===== src/rtl/core/assert_macros.svh =====
// Shared assertion macros.
`ifndef ASSERT_MACROS_SVH
`define ASSERT_MACROS_SVH

// Check on every rising edge, off during reset.
`define BCC_ASSERT(lbl, clk, rst, prop, msg) \
  lbl: assert property (@(posedge clk) disable iff (rst) (prop)) else $error(msg);

// Check on every rising edge, including during reset.
`define BCC_ASSERT_ALWAYS(lbl, clk, prop, msg) \
  lbl: assert property (@(posedge clk) (prop)) else $error(msg);

`endif


===== src/rtl/core/bcc_pkg.sv =====
`default_nettype none

package bcc_pkg;

  localparam int CNT_W = 10;

  localparam logic [CNT_W-1:0] COUNT_MAX = 10'd1023;

  localparam logic [1:0] PH_LOW     = 2'd0;
  localparam logic [1:0] PH_RISING  = 2'd1;
  localparam logic [1:0] PH_HIGH    = 2'd2;
  localparam logic [1:0] PH_FALLING = 2'd3;

  localparam logic [1:0] EV_NONE   = 2'd0;
  localparam logic [1:0] EV_SINGLE = 2'd1;
  localparam logic [1:0] EV_DOUBLE = 2'd2;
  localparam logic [1:0] EV_LONG   = 2'd3;

  localparam logic [1:0] REG_SHORT = 2'd0;
  localparam logic [1:0] REG_LONG  = 2'd1;
  localparam logic [1:0] REG_STUCK = 2'd2;
  localparam logic [1:0] REG_CLEAR = 2'd3;

  localparam logic [CNT_W-1:0] SHORT_RESET = 10'd1;
  localparam logic [CNT_W-1:0] LONG_RESET  = 10'd20;
  localparam logic [CNT_W-1:0] STUCK_RESET = 10'd200;
  localparam logic [CNT_W-1:0] CLEAR_RESET = 10'd10;

  typedef struct packed {
    logic [CNT_W-1:0] short_press_ticks;
    logic [CNT_W-1:0] long_press_ticks;
    logic [CNT_W-1:0] stuck_ticks;
    logic [CNT_W-1:0] clear_ticks;
  } cfg_t;

endpackage

`default_nettype wire


===== src/rtl/core/bcc_cfg_regs.sv =====
`default_nettype none

module bcc_cfg_regs (
  input  wire logic                    clk,
  input  wire logic                    rst,
  input  wire logic                    cfg_we,
  input  wire logic [1:0]              cfg_index,
  input  wire logic [bcc_pkg::CNT_W-1:0] cfg_data,
  output bcc_pkg::cfg_t                cfg
);

  always_ff @(posedge clk) begin
    if (rst) begin
      cfg.short_press_ticks <= bcc_pkg::SHORT_RESET;
      cfg.long_press_ticks  <= bcc_pkg::LONG_RESET;
      cfg.stuck_ticks       <= bcc_pkg::STUCK_RESET;
      cfg.clear_ticks       <= bcc_pkg::CLEAR_RESET;
    end else if (cfg_we) begin
      case (cfg_index)
        bcc_pkg::REG_SHORT: cfg.short_press_ticks <= cfg_data;
        bcc_pkg::REG_LONG:  cfg.long_press_ticks  <= cfg_data;
        bcc_pkg::REG_STUCK: cfg.stuck_ticks       <= cfg_data;
        bcc_pkg::REG_CLEAR: cfg.clear_ticks       <= cfg_data;
        default: ;
      endcase
    end
  end

endmodule

`default_nettype wire


===== src/rtl/core/bcc_classify.sv =====
`default_nettype none
`include "assert_macros.svh"

module bcc_classify (
  input  wire logic          clk,
  input  wire logic          rst,
  input  wire bcc_pkg::cfg_t cfg,
  input  wire logic          advance,
  input  wire logic          level,
  output logic [1:0]         event_next
);

  logic [1:0]                phase;
  logic [1:0]                phase_next;
  logic [bcc_pkg::CNT_W-1:0] pressed;
  logic [bcc_pkg::CNT_W-1:0] pressed_next;
  logic [bcc_pkg::CNT_W-1:0] released;
  logic [bcc_pkg::CNT_W-1:0] released_next;
  logic [1:0]                remembered;
  logic [1:0]                remembered_next;

  always_comb begin
    if (level) begin
      phase_next = (phase == bcc_pkg::PH_LOW) ? bcc_pkg::PH_RISING : bcc_pkg::PH_HIGH;
    end else begin
      phase_next = (phase == bcc_pkg::PH_HIGH) ? bcc_pkg::PH_FALLING : bcc_pkg::PH_LOW;
    end

    pressed_next  = pressed;
    released_next = released;
    case (phase_next)
      bcc_pkg::PH_HIGH: begin
        pressed_next  = (pressed == bcc_pkg::COUNT_MAX) ? pressed : pressed + 1'b1;
        released_next = '0;
      end
      bcc_pkg::PH_LOW: begin
        pressed_next  = '0;
        released_next = (released == bcc_pkg::COUNT_MAX) ? released : released + 1'b1;
      end
      default: ;
    endcase

    event_next = bcc_pkg::EV_NONE;
    if (phase_next == bcc_pkg::PH_FALLING) begin
      if (pressed_next >= cfg.stuck_ticks) begin
        event_next = bcc_pkg::EV_NONE;
      end else if (pressed_next >= cfg.long_press_ticks) begin
        event_next = bcc_pkg::EV_LONG;
      end else if (pressed_next >= cfg.short_press_ticks) begin
        if (remembered == bcc_pkg::EV_SINGLE && released_next <= cfg.clear_ticks) begin
          event_next = bcc_pkg::EV_DOUBLE;
        end else begin
          event_next = bcc_pkg::EV_SINGLE;
        end
      end
    end

    if (released_next >= cfg.clear_ticks) begin
      remembered_next = bcc_pkg::EV_NONE;
    end else if (event_next != bcc_pkg::EV_NONE) begin
      remembered_next = event_next;
    end else begin
      remembered_next = remembered;
    end
  end

  always_ff @(posedge clk) begin
    if (rst) begin
      phase      <= bcc_pkg::PH_LOW;
      pressed    <= '0;
      released   <= '0;
      remembered <= bcc_pkg::EV_NONE;
    end else if (advance) begin
      phase      <= phase_next;
      pressed    <= pressed_next;
      released   <= released_next;
      remembered <= remembered_next;
    end
  end

  `BCC_ASSERT(a_event_on_falling, clk, rst,
    (event_next != bcc_pkg::EV_NONE) |-> (phase_next == bcc_pkg::PH_FALLING),
    "click event outside a falling phase")
  `BCC_ASSERT(a_double_needs_single, clk, rst,
    (event_next == bcc_pkg::EV_DOUBLE) |-> (remembered == bcc_pkg::EV_SINGLE),
    "double click without a remembered single click")
  `BCC_ASSERT(a_counts_exclusive, clk, rst,
    (pressed != '0) |-> (released == '0),
    "pressed and released counts both running")

endmodule

`default_nettype wire


===== src/rtl/core/button_click_classifier.sv =====
// Button click classifier.
// Input stream (s_tvalid/s_tready/s_tdata) carries one sampled button level per
// transaction in s_tdata[0]. Output stream (m_tvalid/m_tready/m_tdata) returns
// exactly one click code per input transaction in m_tdata[1:0]:
// 0 none, 1 single, 2 double, 3 long.
// Throughput: one transaction per cycle while m_tready is high; the input
// register and the result register form a two-stage pipe, so a new sample is
// taken while a result waits. When m_tready is low the result holds, the input
// register fills, and then s_tready drops until the result is taken; nothing
// is lost or repeated.
// Configuration: cfg_we writes cfg_data into register cfg_index (0 short press,
// 1 long press, 2 stuck, 3 clear limits); write only while idle.
// Reset (rst, synchronous) empties both stages, returns the level state to low,
// clears the counts and the remembered click, and loads the default limits.
`default_nettype none
`include "assert_macros.svh"

module button_click_classifier (
  input  wire logic                      clk,
  input  wire logic                      rst,
  input  wire logic                      s_tvalid,
  output logic                           s_tready,
  input  wire logic [7:0]                s_tdata,   // [0] pin_level, [7:1] zero
  output logic                           m_tvalid,
  input  wire logic                      m_tready,
  output logic [7:0]                     m_tdata,   // [1:0] click_event, [7:2] zero
  input  wire logic                      cfg_we,
  input  wire logic [1:0]                cfg_index,
  input  wire logic [bcc_pkg::CNT_W-1:0] cfg_data
);

  bcc_pkg::cfg_t cfg;
  logic          in_valid;
  logic          in_level;
  logic          advance;
  logic [1:0]    event_next;
  logic [1:0]    click_event;

  assign advance  = in_valid && (!m_tvalid || m_tready);
  assign s_tready = !in_valid || advance;
  assign m_tdata  = {6'b0, click_event};

  bcc_cfg_regs u_cfg (
    .clk       (clk),
    .rst       (rst),
    .cfg_we    (cfg_we),
    .cfg_index (cfg_index),
    .cfg_data  (cfg_data),
    .cfg       (cfg)
  );

  bcc_classify u_classify (
    .clk        (clk),
    .rst        (rst),
    .cfg        (cfg),
    .advance    (advance),
    .level      (in_level),
    .event_next (event_next)
  );

  always_ff @(posedge clk) begin
    if (rst) begin
      in_valid <= 1'b0;
    end else if (s_tready) begin
      in_valid <= s_tvalid;
    end
  end

  always_ff @(posedge clk) begin
    if (s_tready && s_tvalid) begin
      in_level <= s_tdata[0];
    end
  end

  always_ff @(posedge clk) begin
    if (rst) begin
      m_tvalid <= 1'b0;
    end else if (advance) begin
      m_tvalid <= 1'b1;
    end else if (m_tready) begin
      m_tvalid <= 1'b0;
    end
  end

  always_ff @(posedge clk) begin
    if (advance) begin
      click_event <= event_next;
    end
  end

  `BCC_ASSERT(a_stall_means_full, clk, rst,
    !s_tready |-> (in_valid && m_tvalid && !m_tready),
    "input stalled while the pipe has room")
  `BCC_ASSERT(a_advance_fills_output, clk, rst,
    advance |=> m_tvalid,
    "advanced sample produced no result")

endmodule

`default_nettype wire

===== config.mk =====
export PLATFORM = sky130hd
export DESIGN_NAME = button_click_classifier
export DESIGN_NICKNAME = d
export VERILOG_FILES = /design/src/rtl/core/bcc_pkg.sv /design/src/rtl/core/bcc_cfg_regs.sv /design/src/rtl/core/bcc_classify.sv /design/src/rtl/core/button_click_classifier.sv
export VERILOG_INCLUDE_DIRS = /design/src /design/src/rtl/core
export SDC_FILE = /design/constraint.sdc
export NUM_CORES = 1
export LEC_CHECK = 0
export ABC_AREA = 1
export BUFFER_PORTS_ARGS = -buffer_cell sky130_fd_sc_hd__buf_2
export CORE_MARGIN = 5
export CORE_UTILIZATION = 25
export CTS_CLUSTER_DIAMETER = 60
export CTS_CLUSTER_SIZE = 20
export DETAILED_ROUTE_END_ITERATION = 7
export SYNTH_ARGS = -nofsm -noshare
export SYNTH_HDL_FRONTEND = slang
export SYNTH_SLANG_ARGS = --single-unit

===== constraint.sdc =====
create_clock -name clk -period 3.7 [get_ports clk]
set_input_delay 1.11 -clock clk [delete_from_list [all_inputs] [get_ports clk]]
set_output_delay 1.11 -clock clk [all_outputs]
set_load 0.1 [all_outputs]

=== Word level (Yosys, flattened, before mapping) ===
Cells that the tools add are included.
W data, S select, Z words.

* Output and inout bits: 10
* Register bits: 69
* Input port bits: 25

* Reduce and logical (&&, ||, !) cells: 18
* Equal/unequal tests: 9
* Magnitude comparators: 5
* Muxes and demuxes: 16
* $add $sub $neg: 2

{| class="wikitable"
|+ Operator list
! operator !! number
|-
| $ge A10 B10 Y1 || 4
|-
| $pmux W10 S2 || 2
|-
| $add A10 B1 Y10 const B || 2
|-
| $eq A10 B10 Y1 const B || 2
|-
| $mux W10 || 2
|-
| $mux W2 || 10
|-
| $eq A2 B2 Y1 const B || 5
|-
| $le A10 B10 Y1 || 1
|-
| $reduce_and A2 Y1 || 5
|-
| $logic_not A2 Y1 || 3
|-
| $reduce_bool A2 Y1 || 3
|-
| $eq A2 B1 Y1 const B || 2
|-
| $logic_and A1 B1 Y1 || 3
|-
| $logic_not A1 Y1 || 2
|-
| $logic_or A1 B1 Y1 || 2
|-
| $mux W1 || 2
|}

=== Logic depth before layout (Yosys ltp) ===
Gate-level depths: netlist of run 1.

* Depth after elaboration: 15
* Gate-level depth with buffers: 27

=== Cells and area by module ===
From an unflattened synthesis of run 1, not the netlist that was laid out.

* Cell total of the unflattened synthesis: 685
* Area total of the unflattened synthesis: 4,581.9 um^2

{| class="wikitable"
|+ By module, submodules not included
! module !! cells each !! area each (um^2) !! times used
|-
| bcc_classify || 415 || 2,678.8 || 1
|-
| bcc_cfg_regs || 248 || 1,672.9 || 1
|-
| button_click_classifier || 22 || 230.2 || 1
|}

=== Worst setup path after synthesis of run 1 ===
OpenSTA, ideal clock, no wires.

* Path type: reg2out
* Start point: register m_tvalid
* End point: output s_tready
* Buffers on the path: 0
* Arrival time: 1.990 ns
* Required time: 2.590 ns
* Path slack: 0.600 ns
* Stages on the path, launching flop included: 2
* Cells stage by stage: dfxtp_1 > nand3_1

* Cells in the longest elaborated chain, start to end: 4

{| class="wikitable"
|+ RTL lines
! element !! line !! source
|-
| from (decl) || button_click_classifier.sv:24 || <nowiki>output logic m_tvalid,</nowiki>
|-
| from (signal assigned) || button_click_classifier.sv:77 || <nowiki>m_tvalid <= 1'b0;</nowiki>
|-
| from (signal assigned) || button_click_classifier.sv:79 || <nowiki>m_tvalid <= 1'b1;</nowiki>
|-
| from (signal assigned) || button_click_classifier.sv:81 || <nowiki>m_tvalid <= 1'b0;</nowiki>
|-
| $logic_not A1 Y1 || button_click_classifier.sv:39 || <nowiki>assign advance = in_valid && (!m_tvalid || m_tready);</nowiki>
|-
| $logic_or A1 B1 Y1 || button_click_classifier.sv:39 ||
|-
| $logic_and A1 B1 Y1 || button_click_classifier.sv:39 ||
|-
| $logic_or A1 B1 Y1 || button_click_classifier.sv:40 || <nowiki>assign s_tready = !in_valid || advance;</nowiki>
|-
| to (decl) || button_click_classifier.sv:22 || <nowiki>output logic s_tready,</nowiki>
|}

No other way between the ends.

=== Worst setup path after layout of run 1 ===
* Start point: register u_classify.pressed[0] in the netlist's numbering
* End point: register u_classify.remembered[0]

* Cells in the longest elaborated chain, start to end: 11
* Elaborated cells on any way between the ends: 16
* Classes of those cells: 1 x add/sub; 3 x order compare; 1 x eq/ne; 8 x mux; 3 x reduce/logical

{| class="wikitable"
|+ RTL lines
! element !! line !! source
|-
| from (decl) || bcc_classify.sv:15 || <nowiki>logic [bcc_pkg::CNT_W-1:0] pressed;</nowiki>
|-
| from (signal assigned) || bcc_classify.sv:75 || <nowiki>pressed <= pressed_next;</nowiki>
|-
| $add A10 B1 Y10 / $eq A10 B10 Y1 (equally long branches) || bcc_classify.sv:33 || <nowiki>pressed_next = (pressed == bcc_pkg::COUNT_MAX) ? pressed : pressed + 1'b1;</nowiki>
|-
| $mux W10 (*) || bcc_classify.sv:33 ||
|-
| $pmux W10 S2 (*) || bcc_classify.sv:31 || <nowiki>case (phase_next)</nowiki>
|-
| net u_classify.pressed_next, one bit || bcc_classify.sv:16 || <nowiki>logic [bcc_pkg::CNT_W-1:0] pressed_next;</nowiki>
|-
| $ge A10 B10 Y1 || bcc_classify.sv:49 || <nowiki>end else if (pressed_next >= cfg.short_press_ticks) begin</nowiki>
|-
| $mux W2 || bcc_classify.sv:49 ||
|-
| $mux W2 || bcc_classify.sv:47 || <nowiki>end else if (pressed_next >= cfg.long_press_ticks) begin</nowiki>
|-
| $mux W2 (*) || bcc_classify.sv:45 || <nowiki>if (pressed_next >= cfg.stuck_ticks) begin</nowiki>
|-
| $mux W2 (*) || bcc_classify.sv:44 || <nowiki>if (phase_next == bcc_pkg::PH_FALLING) begin</nowiki>
|-
| $reduce_bool A2 Y1 || bcc_classify.sv:60 || <nowiki>end else if (event_next != bcc_pkg::EV_NONE) begin</nowiki>
|-
| $reduce_bool A2 Y1 (no line) || -- ||
|-
| $reduce_and A2 Y1 (no line) || -- ||
|-
| to (signal assigned) || bcc_classify.sv:72 || <nowiki>remembered <= bcc_pkg::EV_NONE;</nowiki>
|-
| to (signal assigned) || bcc_classify.sv:77 || <nowiki>remembered <= remembered_next;</nowiki>
|-
| to (decl) || bcc_classify.sv:19 || <nowiki>logic [1:0] remembered;</nowiki>
|}

Mark *: on every way through the listed nets, which the timed path passes. The rest lies on a longest branch. The select of a mux whose other input is x is not followed.
A chain may end at the register's enable or synchronous reset.

==> run summary, run 1 <==
outcome: finished, final reports clean
antenna-violating nets left: 0
cts hold-fix bufs: 0
Worst Clk Skew: 0.00587 ns
Residual DRC: 0
period utilization: 0.874
Post-Syn Area per Cell: 7.20 um^2
final worst path period need: 3.23 ns
Worst-Margin Slew: 0.647 ns
clock sink total: 69
First DRT Iteration DRCs: 197
Slew headroom: 0.564
Adder-Cell Fraction of Synth Area: 0.129
crit-path cells: ha_1, nand2_1, nor3_2, nand3_1, nor2_2, nand2_2, nand2_4, nor2_2, nand2_1, nor2_1, o21ai_1, inv_1, ha_1, nand2_1, nor2_1, o21ai_0, nand4_1, nand3_1, nand2_1, nand2_1, nand3_1, nand2_1, nand2_1, a21oi_1
Max Freq: 309 MHz
FF-to-FF End: u_classify.remembered[0]
Synth area leaders: dfxtp_1 (32%), ha_1 (13%), a21oi_1 (9.0%)
HPWL Detailed: 7.39 mm
num rows: 46
CP arrival: 3.44 ns
placed cell count: 793
clock root cell: clkbuf_16
Hold Crit Start: u_classify.remembered[1]
Via density: 4.35
gr usage total: 0.112
RSZ-0062 raised after global routing: no
Setup Viol. Count Final: 0
worst hold path stage count: 2
largest family of logic cells by synthesized area: compound AO/OA/AOI/OAI gates
post-synth cell types: 38
share of the synthesized area in the top cell type: 0.324
total power: 2.08 mW
CP delay by family, top: simple AND/OR/NAND/NOR gates
H-tree depth: 3
# resized after CTS: 0
commonest non-fill, non-tap cells in the layout: inv_1 (93), a21oi_1 (73), nand2_1 (70)
r2r setup slk: 0.47 ns
ANT cells: 0
CP endpoint kind: register
TritonCTS clock tree: built
LEAKAGE: 2.17 nW
DR vias: 3518
buffers and inverters on the worst path: 1
Worst Setup Path Type: reg -> reg
1st-pass router iterations: 4
Synth Area in Compound Gates: 0.215
async set or reset register ratio after synthesis: 0
XOR/XNOR Fraction of Synth Area: 0.00429
largest net degree at the start of global routing: 37
vias in the first global route: 3349
CP Launch Type: register
Warnings, synthesis: 0
area of the multi-input gates: 2200 um^2
P per Cell Area: 441 nW/um^2
reg-to-reg startpoint: u_classify.pressed[0]
Longest Clk Path Bufs: 2
most common flop cell mapped by yosys: dfxtp_1
Register Area: 1410 um^2
Mapped Area: 4080 um^2
average wire per standard cell: 12.1 um
TritonCTS Buffers: 9
simple-gate portion of the synthesized area: 0.186
layout net count: 655
critical path's most frequent cell: nand2_1
FF+latch count, synth: 69
area leader, netlist: dfxtp_1
Port Buffers: 21
TNS Setup: 0 ns
Slew Viols, Final: 0
WL final: 9.80 mm
Post-CTS Setup Bufs: 0
Clock Latency Late Sink: 0.34 ns
Core ar.: 15900 um^2
area delta synth->final: 15.8%
CP Max Fanout: 4
leading cell type in the layout, fill and taps excluded: inv_1
slowest stage delay, CP: 0.37 ns
Hold Crit Class: reg -> reg
initial antenna violation count: 0
RePlAce Congestion: 0.824
GRT Residual Overflow: 0
sequential cell area fraction in the yosys report: 0.346
post-synthesis mux area share: 0
Non-Filler Instances: 809
final hold viol count: 0
Peak VDD IR: 0.000199 V
Endpoint, Worst Hold: u_classify.remembered[1]
R2R depth: 24
first-pass GRT wire length: 16.5 mm
layout cell share with drive strength beyond 1: 0.108
Gate Count Post-Synth: 567
I/O Pins: 35
Slowest-stage cell, CP: dfxtp_1
Worst-path clk slew: 0.06 ns
max capacitance violation total: 0
die height: 138 um
filler cell count: 1719
die area: 19000 um^2
DIE WIDTH: 138 um
Worst EP required: 3.91 ns
Post-synth EDFFs: 3
Initial Util: 0.256
==> worst register-to-register path, delay by kind of cell (launching register included) <==
kind / cells / cell delay (ns)
compound gates: 3 / 0.37
fa+ha+maj: 2 / 0.50
buf+inv: 1 / 0.14
flops: 1 / 0.37
simple gates: 18 / 1.72
==> worst max-delay path by stage <==
stage / startpoint / end / slack (ns) / cells after the start
finish: u_classify.pressed[0] / u_classify.remembered[0] / 0.47 / 24
global route: u_classify.pressed[0] / u_classify.remembered[0] / 0.06 / 23
CTS: u_classify.pressed[0] / u_classify.remembered[0] / 0.48 / 24
detailed placement: u_classify.pressed[0] / u_classify.remembered[0] / 0.52 / 24
global placement: u_classify.pressed[0] / u_classify.remembered[1] / 0.56 / 24
floorplan: m_tvalid / s_tready / 0.60 / 1
==> stage by stage <==
step | hold WS [ns] | area (um^2) | setup WS [ns] | utilization
6_report | 0.460 | 4730 | 0.465 | 0.297
5_1_grt | 0.478 | 4730 | 0.0595 | 0.297
4_1_cts | 0.462 | 4730 | 0.479 | 0.297
3_5_place_dp | 0.451 | 4410 | 0.525 | 0.276
3_3_place_gp | 0.448 | 4410 | 0.558 | 0.276
2_1_floorplan | 0.435 | 4100 | 0.600 | -
==> power by group <==
part | internal [mW] | switching, mW | leakage (nW) | total (mW)
combinational | 0.111 | 0.242 | 1.44 | 0.353
clock | 0.580 | 0.335 | 0.157 | 0.915
sequential | 0.790 | 0.0243 | 0.571 | 0.814
==> final cells by class <==
cell class | instances | share of cell area
sequential | 69 | 0.299
clock buffer | 11 | 0.0558
clock inverter | 5 | 0.0119
multi-input combinational | 381 | 0.466
timing repair buffer | 25 | 0.0286
tap | 216 | 0.0572
inverter | 102 | 0.0818
==> flip-flops by register name, summed over array words and instances, names as in the netlist <==
name,count
u_classify.pressed,10
m_tvalid,1
click_event,2
u_classify.remembered,2
u_classify.phase,2
in_valid,1
in_level,1
u_cfg.cfg,40
u_classify.released,10
==> per-layer routing <==
metal / routed length, um / global-route usage / up-vias
li1: - / - / 1918
met1: 4680 / 0.140 / 1550
met2: 4640 / 0.187 / 40
met3: 311 / 0.0267 / 10
met4: 171 / 0.0423 / 0
met5: 0 / 0 / -
==> cells in the mapped netlist, types with 2 or more instances <==
cell,n
nand3_1,27
inv_2,5
dfxtp_1,66
buf_4,6
nor2_2,6
ha_1,42
clkinv_1,2
nand4_1,8
nand2_1,70
o21bai_1,2
o21ai_1,5
a211oi_1,2
nand2_4,2
edfxtp_1,3
clkbuf_1,13
xor2_1,2
o211ai_1,8
nand2_2,2
a21oi_1,73
a21o_1,3
nor3_1,6
nor2_1,41
nor3_2,2
inv_1,93
o21ai_0,64
o21a_1,2
==> logic make-up (layout without fill, tap and decap cells) <==
logic type | count (synthesis) | count (layout)
XOR/XNOR | 2 | 2
adder cells (fa/ha/maj) | 42 | 42
AND/OR/NAND/NOR | 168 | 168
other | 1 | 6
AO/OA/AOI/OAI | 163 | 163
buffers and inverters | 122 | 143
flip-flops | 69 | 69
No activity file was read; power rests on OpenSTA's default activity.
==> run 2, diff against run 1 <==
- CORE_UTILIZATION: 25 -> 35
- PLACE_DENSITY: not set -> 0.53
==> run 2 against run 1 <==
  * Global-route usage up 3.7 points
  * Combinational power up 2%
  * Wire length up 3.3%
  * Utilization up 11 points
  * Die area down 27%
  * Non-clock buffer count up 3
  * Critical path depth unchanged
  * Sequential share of layout area up 0.34 points
  * Critical path type unchanged
==> run summary, run 2 (synthesis gave the netlist of run 1 again) <==
outcome: finished, final reports clean
GRT Residual Overflow: 0 (unchanged)
biggest regs: u_cfg.cfg (40), u_classify.pressed (10), u_classify.released (10)
filler cell count: 1191 (-31%)
max capacitance violation total: 0 (unchanged)
number of flip-flops in the largest register: 40 (unchanged)
antenna-violating nets left: 0 (unchanged)
pre-CTS setup slack: 0.520 ns (-0.00468 ns)
placed cell count: 723 (-8.8%)
first-pass GRT wire length: 16.8 mm (+1.5%)
Slew Viols, Final: 0 (unchanged)
Clock Latency Late Sink: 0.34 ns (about the same)
Initial Util: 0.357 (+0.101)
die area: 13900 um^2 (-27%)
1st-pass router iterations: 4 (unchanged)
HPWL Detailed: 7.67 mm (+3.8%)
Slew headroom: 0.534 (-0.0296)
Largest Register: u_cfg.cfg
Post-CTS Setup Bufs: 0 (unchanged)
P per Cell Area: 459 nW/um^2 (+4.2%)
Non-Filler Instances: 739 (-8.7%)
DIE WIDTH: 118 um (-14%)
RSZ-0062 raised after global routing: no
H-tree depth: 3 (unchanged)
vias in the first global route: 3343 (-0.18%)
I/O Pins: 35 (unchanged)
DR vias: 3645 (+3.6%)
commonest non-fill, non-tap cells in the layout: inv_1 (93), a21oi_1 (73), nand2_1 (70)
clock sink total: 69 (unchanged)
WL final: 10.1 mm (+3.3%)
Register Area: 1410 um^2 (unchanged)
ANT cells: 0 (unchanged)
Worst-Margin Slew: 0.691 ns (+0.0440 ns)
Longest Clk Path Bufs: 2 (unchanged)
CP Max Fanout: 4 (unchanged)
area of the multi-input gates: 2200 um^2 (unchanged)
total power: 2.14 mW (+3.0%)
Hold Crit Class: reg -> reg
Placement Cell Area: 4340 um^2 (-1.6%)
largest net degree at the start of global routing: 30 (-19%)
Max Freq: 311 MHz (+0.45%)
leading cell type in the layout, fill and taps excluded: inv_1
Core ar.: 11400 um^2 (-28%)
area delta synth->final: 14.5%
gr usage total: 0.149 (+0.0366)
CP arrival: 3.48 ns (+0.04 ns)
design area: 4670 um^2 (-1.1%)
Residual DRC: 0 (unchanged)
Worst Clk Skew: 0.00958 ns (+0.00371 ns)
initial antenna violation count: 0 (unchanged)
Worst-path clk slew: 0.06 ns (about the same)
First DRT Iteration DRCs: 130 (-34%)
period utilization: 0.870 (-0.00389)
TritonCTS clock tree: built
Via density: 4.93 (+13%)
Finished Core Util: 0.409 (+0.113)
TritonCTS Buffers: 9 (unchanged)
# resized after CTS: 0 (unchanged)
Peak VDD IR: 0.000230 V (+15%)
Setup Viol. Count Final: 0 (unchanged)
CP endpoint kind: register
cts hold-fix bufs: 0 (unchanged)
LEAKAGE: 2.19 nW (+0.89%)
average wire per standard cell: 13.7 um (+13%)
Port Buffers: 21 (unchanged)
num rows: 39 (-15%)
die height: 118 um (-14%)
final worst path period need: 3.22 ns (-0.0144 ns)
RePlAce Congestion: 0.781 (-5.2%)
final hold viol count: 0 (unchanged)
Worst Setup Path Type: reg -> reg
layout cell share with drive strength beyond 1: 0.111 (+0.00281)
Worst EP required: 3.96 ns (+0.05 ns)
CP Launch Type: register
layout net count: 658 (+0.46%)
clock root cell: clkbuf_16
worst hold slack: 0.458 ns (-0.00171 ns)
min setup slack post-route: 0.479 ns (+0.0144 ns)
TNS Setup: 0 ns (unchanged)
run 2: changes by cell type in the layout (fill, tap and decap cells not counted):
cell / previous run / this run
buf_4: 4 / 7
bufinv_16: 1 / 2
clkbuf_1: 0 / 1
clkbuf_8: 1 / 0
clkinv_2: 3 / 2
run 2: critical path: stages, from the launching register on:
cell      delay, ns
dfxtp_1        0.33
ha_1           0.22
nand2_1        0.11
nor3_2         0.05
nand3_1        0.10
nor2_2         0.06
nand2_2        0.11
nand2_4        0.07
nor2_2         0.18
clkinv_2       0.12
o21bai_1       0.13
nand3_1        0.11
inv_1          0.14
ha_1           0.26
a21oi_1        0.15
o21ai_0        0.15
nand2_1        0.09
nand2_1        0.05
nor2_1         0.22
nand2_1        0.09
nand3_1        0.09
nand3_1        0.07
nand2_1        0.08
nand2_1        0.05
a21oi_1        0.12
run 2: path summary, 6_finish.rpt:
| kind | startpoint | to | slack, ns | cells past startpoint |
|---|---|---|---|---|
| worst max-delay path | u_classify.pressed[0] | u_classify.remembered[0] | 0.48 | 24 |
| worst min-delay path | u_cfg.cfg[34] | u_cfg.cfg[34] | 0.46 | 2 |
| worst max register to register | u_classify.pressed[0] | u_classify.remembered[0] | 0.48 | 24 |
| worst min register to register | u_cfg.cfg[34] | u_cfg.cfg[34] | 0.46 | 2 |
run 2: area by class of cell:
class / instances / share of cell area
Inverter: 102 / 0.0827
Timing Repair Buffer: 28 / 0.0337
Multi-Input combinational cell: 381 / 0.471
Tap cell: 143 / 0.0383
Sequential cell: 69 / 0.302
Clock buffer: 11 / 0.0544
Clock inverter: 5 / 0.0174
run 2: report_power, final:
part | total [mW] | internal [mW] | switching, mW
clock | 0.971 | 0.631 | 0.340
sequential | 0.815 | 0.790 | 0.0245
combinational | 0.359 | 0.113 | 0.246
run 2: metal layers:
metal	share of wire	GRT usage	up-vias
met1	0.50	0.204	1665
met5	0	0	-
met4	0.013	0.0487	0
met2	0.46	0.237	49
li1	-	-	1921
met3	0.028	0.0259	10
==> run 3, diff against run 2 <==
--- a/config.mk
+++ b/config.mk
@@ -16,2 +16,3 @@
 export PLACE_DENSITY = 0.53
+export SLEW_MARGIN = 20
 export SYNTH_ARGS = -nofsm -noshare
==> constraint.sdc (replaced) <==
create_clock -name clk -period 3.7 [get_ports clk]
set_input_delay 0.74 -clock clk [delete_from_list [all_inputs] [get_ports clk]]
set_output_delay 0.74 -clock clk [all_outputs]
set_load 0.1 [all_outputs]
==> run 3 against run 2 <==
  * Setup slack about the same
  * Non-clock buffer count decreased by 3
  * Final area decreased by 0.96%
  * Worst hold slack improved by 0.0017 ns
  * Sequential power about the same
  * Wire length decreased by 2.9%
  * Total power decreased by 3.9%
  * Critical path depth decreased by 1
  * Global-route usage decreased by 0.097 points
  * Cell count decreased by 0.41%
  * Via count decreased by 1.6%
  * Critical path type unchanged
  * Critical endpoint is now u_classify.remembered[1]
==> run summary, run 3 (synthesis gave the netlist of run 1 again) <==
Initial Util: 0.357 (unchanged)
1st-pass router iterations: 4 (unchanged)
Register Area: 1410 um^2 (unchanged)
Max Freq: 311 MHz (about the same)
Residual DRC: 0 (unchanged)
layout net count: 655 (-0.46%)
max capacitance violation total: 0 (unchanged)
Slew Viols, Final: 0 (unchanged)
I/O Pins: 35 (unchanged)
gr usage total: 0.148 (-0.000973)
Slew headroom: 0.486 (-0.0488)
Comb power frac: 0.171 (+0.004)
Int Power: 1.48 mW (-3.7%)
Finished Core Util: 0.405 (-0.00395)
H-tree depth: 3 (unchanged)
clock power share: 0.433 (-0.020)
HPWL Detailed: 7.53 mm (-1.9%)
worst hold path stage count: 2 (unchanged)
outcome: finished, final reports clean
number of flip-flops in the largest register: 40 (unchanged)
pre-CTS setup slack: 0.484 ns (-0.0368 ns)
Clock Latency Late Sink: 0.33 ns (about the same)
FF-to-FF End: u_classify.remembered[1]
Worst Clk Skew: 0.00489 ns (-0.00469 ns)
Worst-path clk slew: 0.06 ns (about the same)
# resized after CTS: 0 (unchanged)
r2r setup slk: 0.48 ns (about the same)
final hold viol count: 0 (unchanged)
design area: 4630 um^2 (-0.96%)
Post-CTS Setup Bufs: 0 (unchanged)
period utilization: 0.870 (about the same)
Longest Clk Path Bufs: 2 (unchanged)
Peak VDD IR: 0.000214 V (-6.7%)
first-pass GRT wire length: 16.6 mm (-1.1%)
RePlAce Congestion: 0.801 (+2.6%)
die area: 13900 um^2 (unchanged)
R2R depth: 23 (-4.2%)
sequential power share: 0.395 (+0.015)
switch share: 0.284 (-0.000945)
WL final: 9.82 mm (-2.9%)
initial antenna violation count: 0 (unchanged)
area of the multi-input gates: 2200 um^2 (unchanged)
CP arrival: 3.48 ns (about the same)
worst hold slack: 0.460 ns (+0.00167 ns)
clock root cell: clkbuf_16
leading cell type in the layout, fill and taps excluded: inv_1
Setup Viol. Count Final: 0 (unchanged)
Placement Cell Area: 4320 um^2 (-0.52%)
filler cell count: 1234 (+3.6%)
die height: 118 um (unchanged)
reg-to-reg startpoint: u_classify.pressed[0]
clock sink total: 69 (unchanged)
Core ar.: 11400 um^2 (unchanged)
CP Launch Type: register
Port Buffers: 21 (unchanged)
largest net degree at the start of global routing: 37 (+23%)
CP Max Fanout: 4 (unchanged)
average wire per standard cell: 13.3 um (-2.5%)
min setup slack post-route: 0.480 ns (+0.000448 ns)
antenna-violating nets left: 0 (unchanged)
Worst Setup Path Type: reg -> reg
Largest Register: u_cfg.cfg
Hold Crit Start: u_cfg.cfg[15]
Worst EP required: 3.96 ns (about the same)
First DRT Iteration DRCs: 129 (-0.77%)
DR vias: 3586 (-1.6%)
layout cell share with drive strength beyond 1: 0.106 (-0.00450)
P per Cell Area: 446 nW/um^2 (-2.9%)
vias in the first global route: 3400 (+1.7%)
TritonCTS clock tree: built
TritonCTS Buffers: 9 (unchanged)
Psw: 0.585 mW (-4.2%)
num rows: 39 (unchanged)
Worst-Margin Slew: 0.771 ns (+0.0796 ns)
RSZ-0062 raised after global routing: no
TNS Setup: 0 ns (unchanged)
ANT cells: 0 (unchanged)
commonest non-fill, non-tap cells in the layout: inv_1 (93), a21oi_1 (73), nand2_1 (70)
cts hold-fix bufs: 0 (unchanged)
DIE WIDTH: 118 um (unchanged)
Via density: 4.87 (-1.2%)
CP endpoint kind: register
GRT Residual Overflow: 0 (unchanged)
area delta synth->final: 13.4%
LEAKAGE: 2.16 nW (-1.1%)
final worst path period need: 3.22 ns (-0.000448 ns)
Hold Crit Class: reg -> reg
Endpoint, Worst Hold: u_cfg.cfg[15]
biggest regs: u_cfg.cfg (40), u_classify.pressed (10), u_classify.released (10)
-- run 3: cell types whose count changed in the layout (fill, tap and decap cells not counted), sizes merged --
cell    before  now
clkbuf      11   13
bufinv       2    1
clkinv       5    4
buf         28   25
-- run 3: power by group through the flow --
stage	sequential, mW	clock (mW)	combinational, mW
floorplan	0.835	0	0.263
global placement	0.830	0	0.350
detailed placement	0.831	0	0.356
CTS	0.815	0.924	0.357
global route	0.821	0.960	0.412
finish	0.815	0.894	0.353
-- run 3: worst max-delay path by stage --
stage	startpoint	to	slack, ns	depth (start not counted)
after global placement	u_classify.pressed[0]	u_classify.remembered[1]	0.54	23
after floorplan	m_tvalid	s_tready	0.97	1
after CTS	u_classify.pressed[0]	u_classify.remembered[1]	0.46	23
after global routing	u_classify.pressed[0]	u_classify.remembered[1]	0.03	23
after detailed placement	u_classify.pressed[0]	u_classify.remembered[1]	0.48	23
final	u_classify.pressed[0]	u_classify.remembered[1]	0.48	23
-- run 3: metal layers --
layer	track usage	vias up	wire, um
li1	-	1919	-
met1	0.195	1617	4810
met2	0.237	39	4590
met3	0.0259	11	223
met4	0.0631	0	192
met5	0	-	0
-- run 3: area by class of cell --
cell class                      count  area share
Timing Repair Buffer               25      0.0292
Clock buffer                       13      0.0584
Clock inverter                      3     0.00919
Sequential cell                    69       0.305
Tap cell                          143      0.0387
Multi-Input combinational cell    381       0.476
Inverter                          102      0.0835
-- run 3: metrics by stage --
| stage | std cells | power, mW |
|---|---|---|
| after global routing | 736 | 2.19 |
| after CTS | 736 | 2.10 |
| after floorplan | 572 | 1.10 |
| after detailed placement | 720 | 1.19 |
| final | 736 | 2.06 |
| after global placement | 720 | 1.18 |
-- run 3: critical path, stage by stage, from the launching register on --
cell,delay [ns]
dfxtp_1,0.37
ha_1,0.19
nand2_1,0.08
nor3_2,0.14
nand3_1,0.13
nor2_2,0.13
nand2_2,0.11
nand2_4,0.09
nor2_2,0.06
nand2_1,0.08
nor2_1,0.05
o21ai_1,0.23
inv_1,0.14
ha_1,0.31
nand2_1,0.07
nor2_1,0.13
nand3_1,0.10
nand4_1,0.17
nand3_1,0.09
nand2_1,0.07
nand2_1,0.06
inv_1,0.11
nand3_1,0.08
a21oi_1,0.16
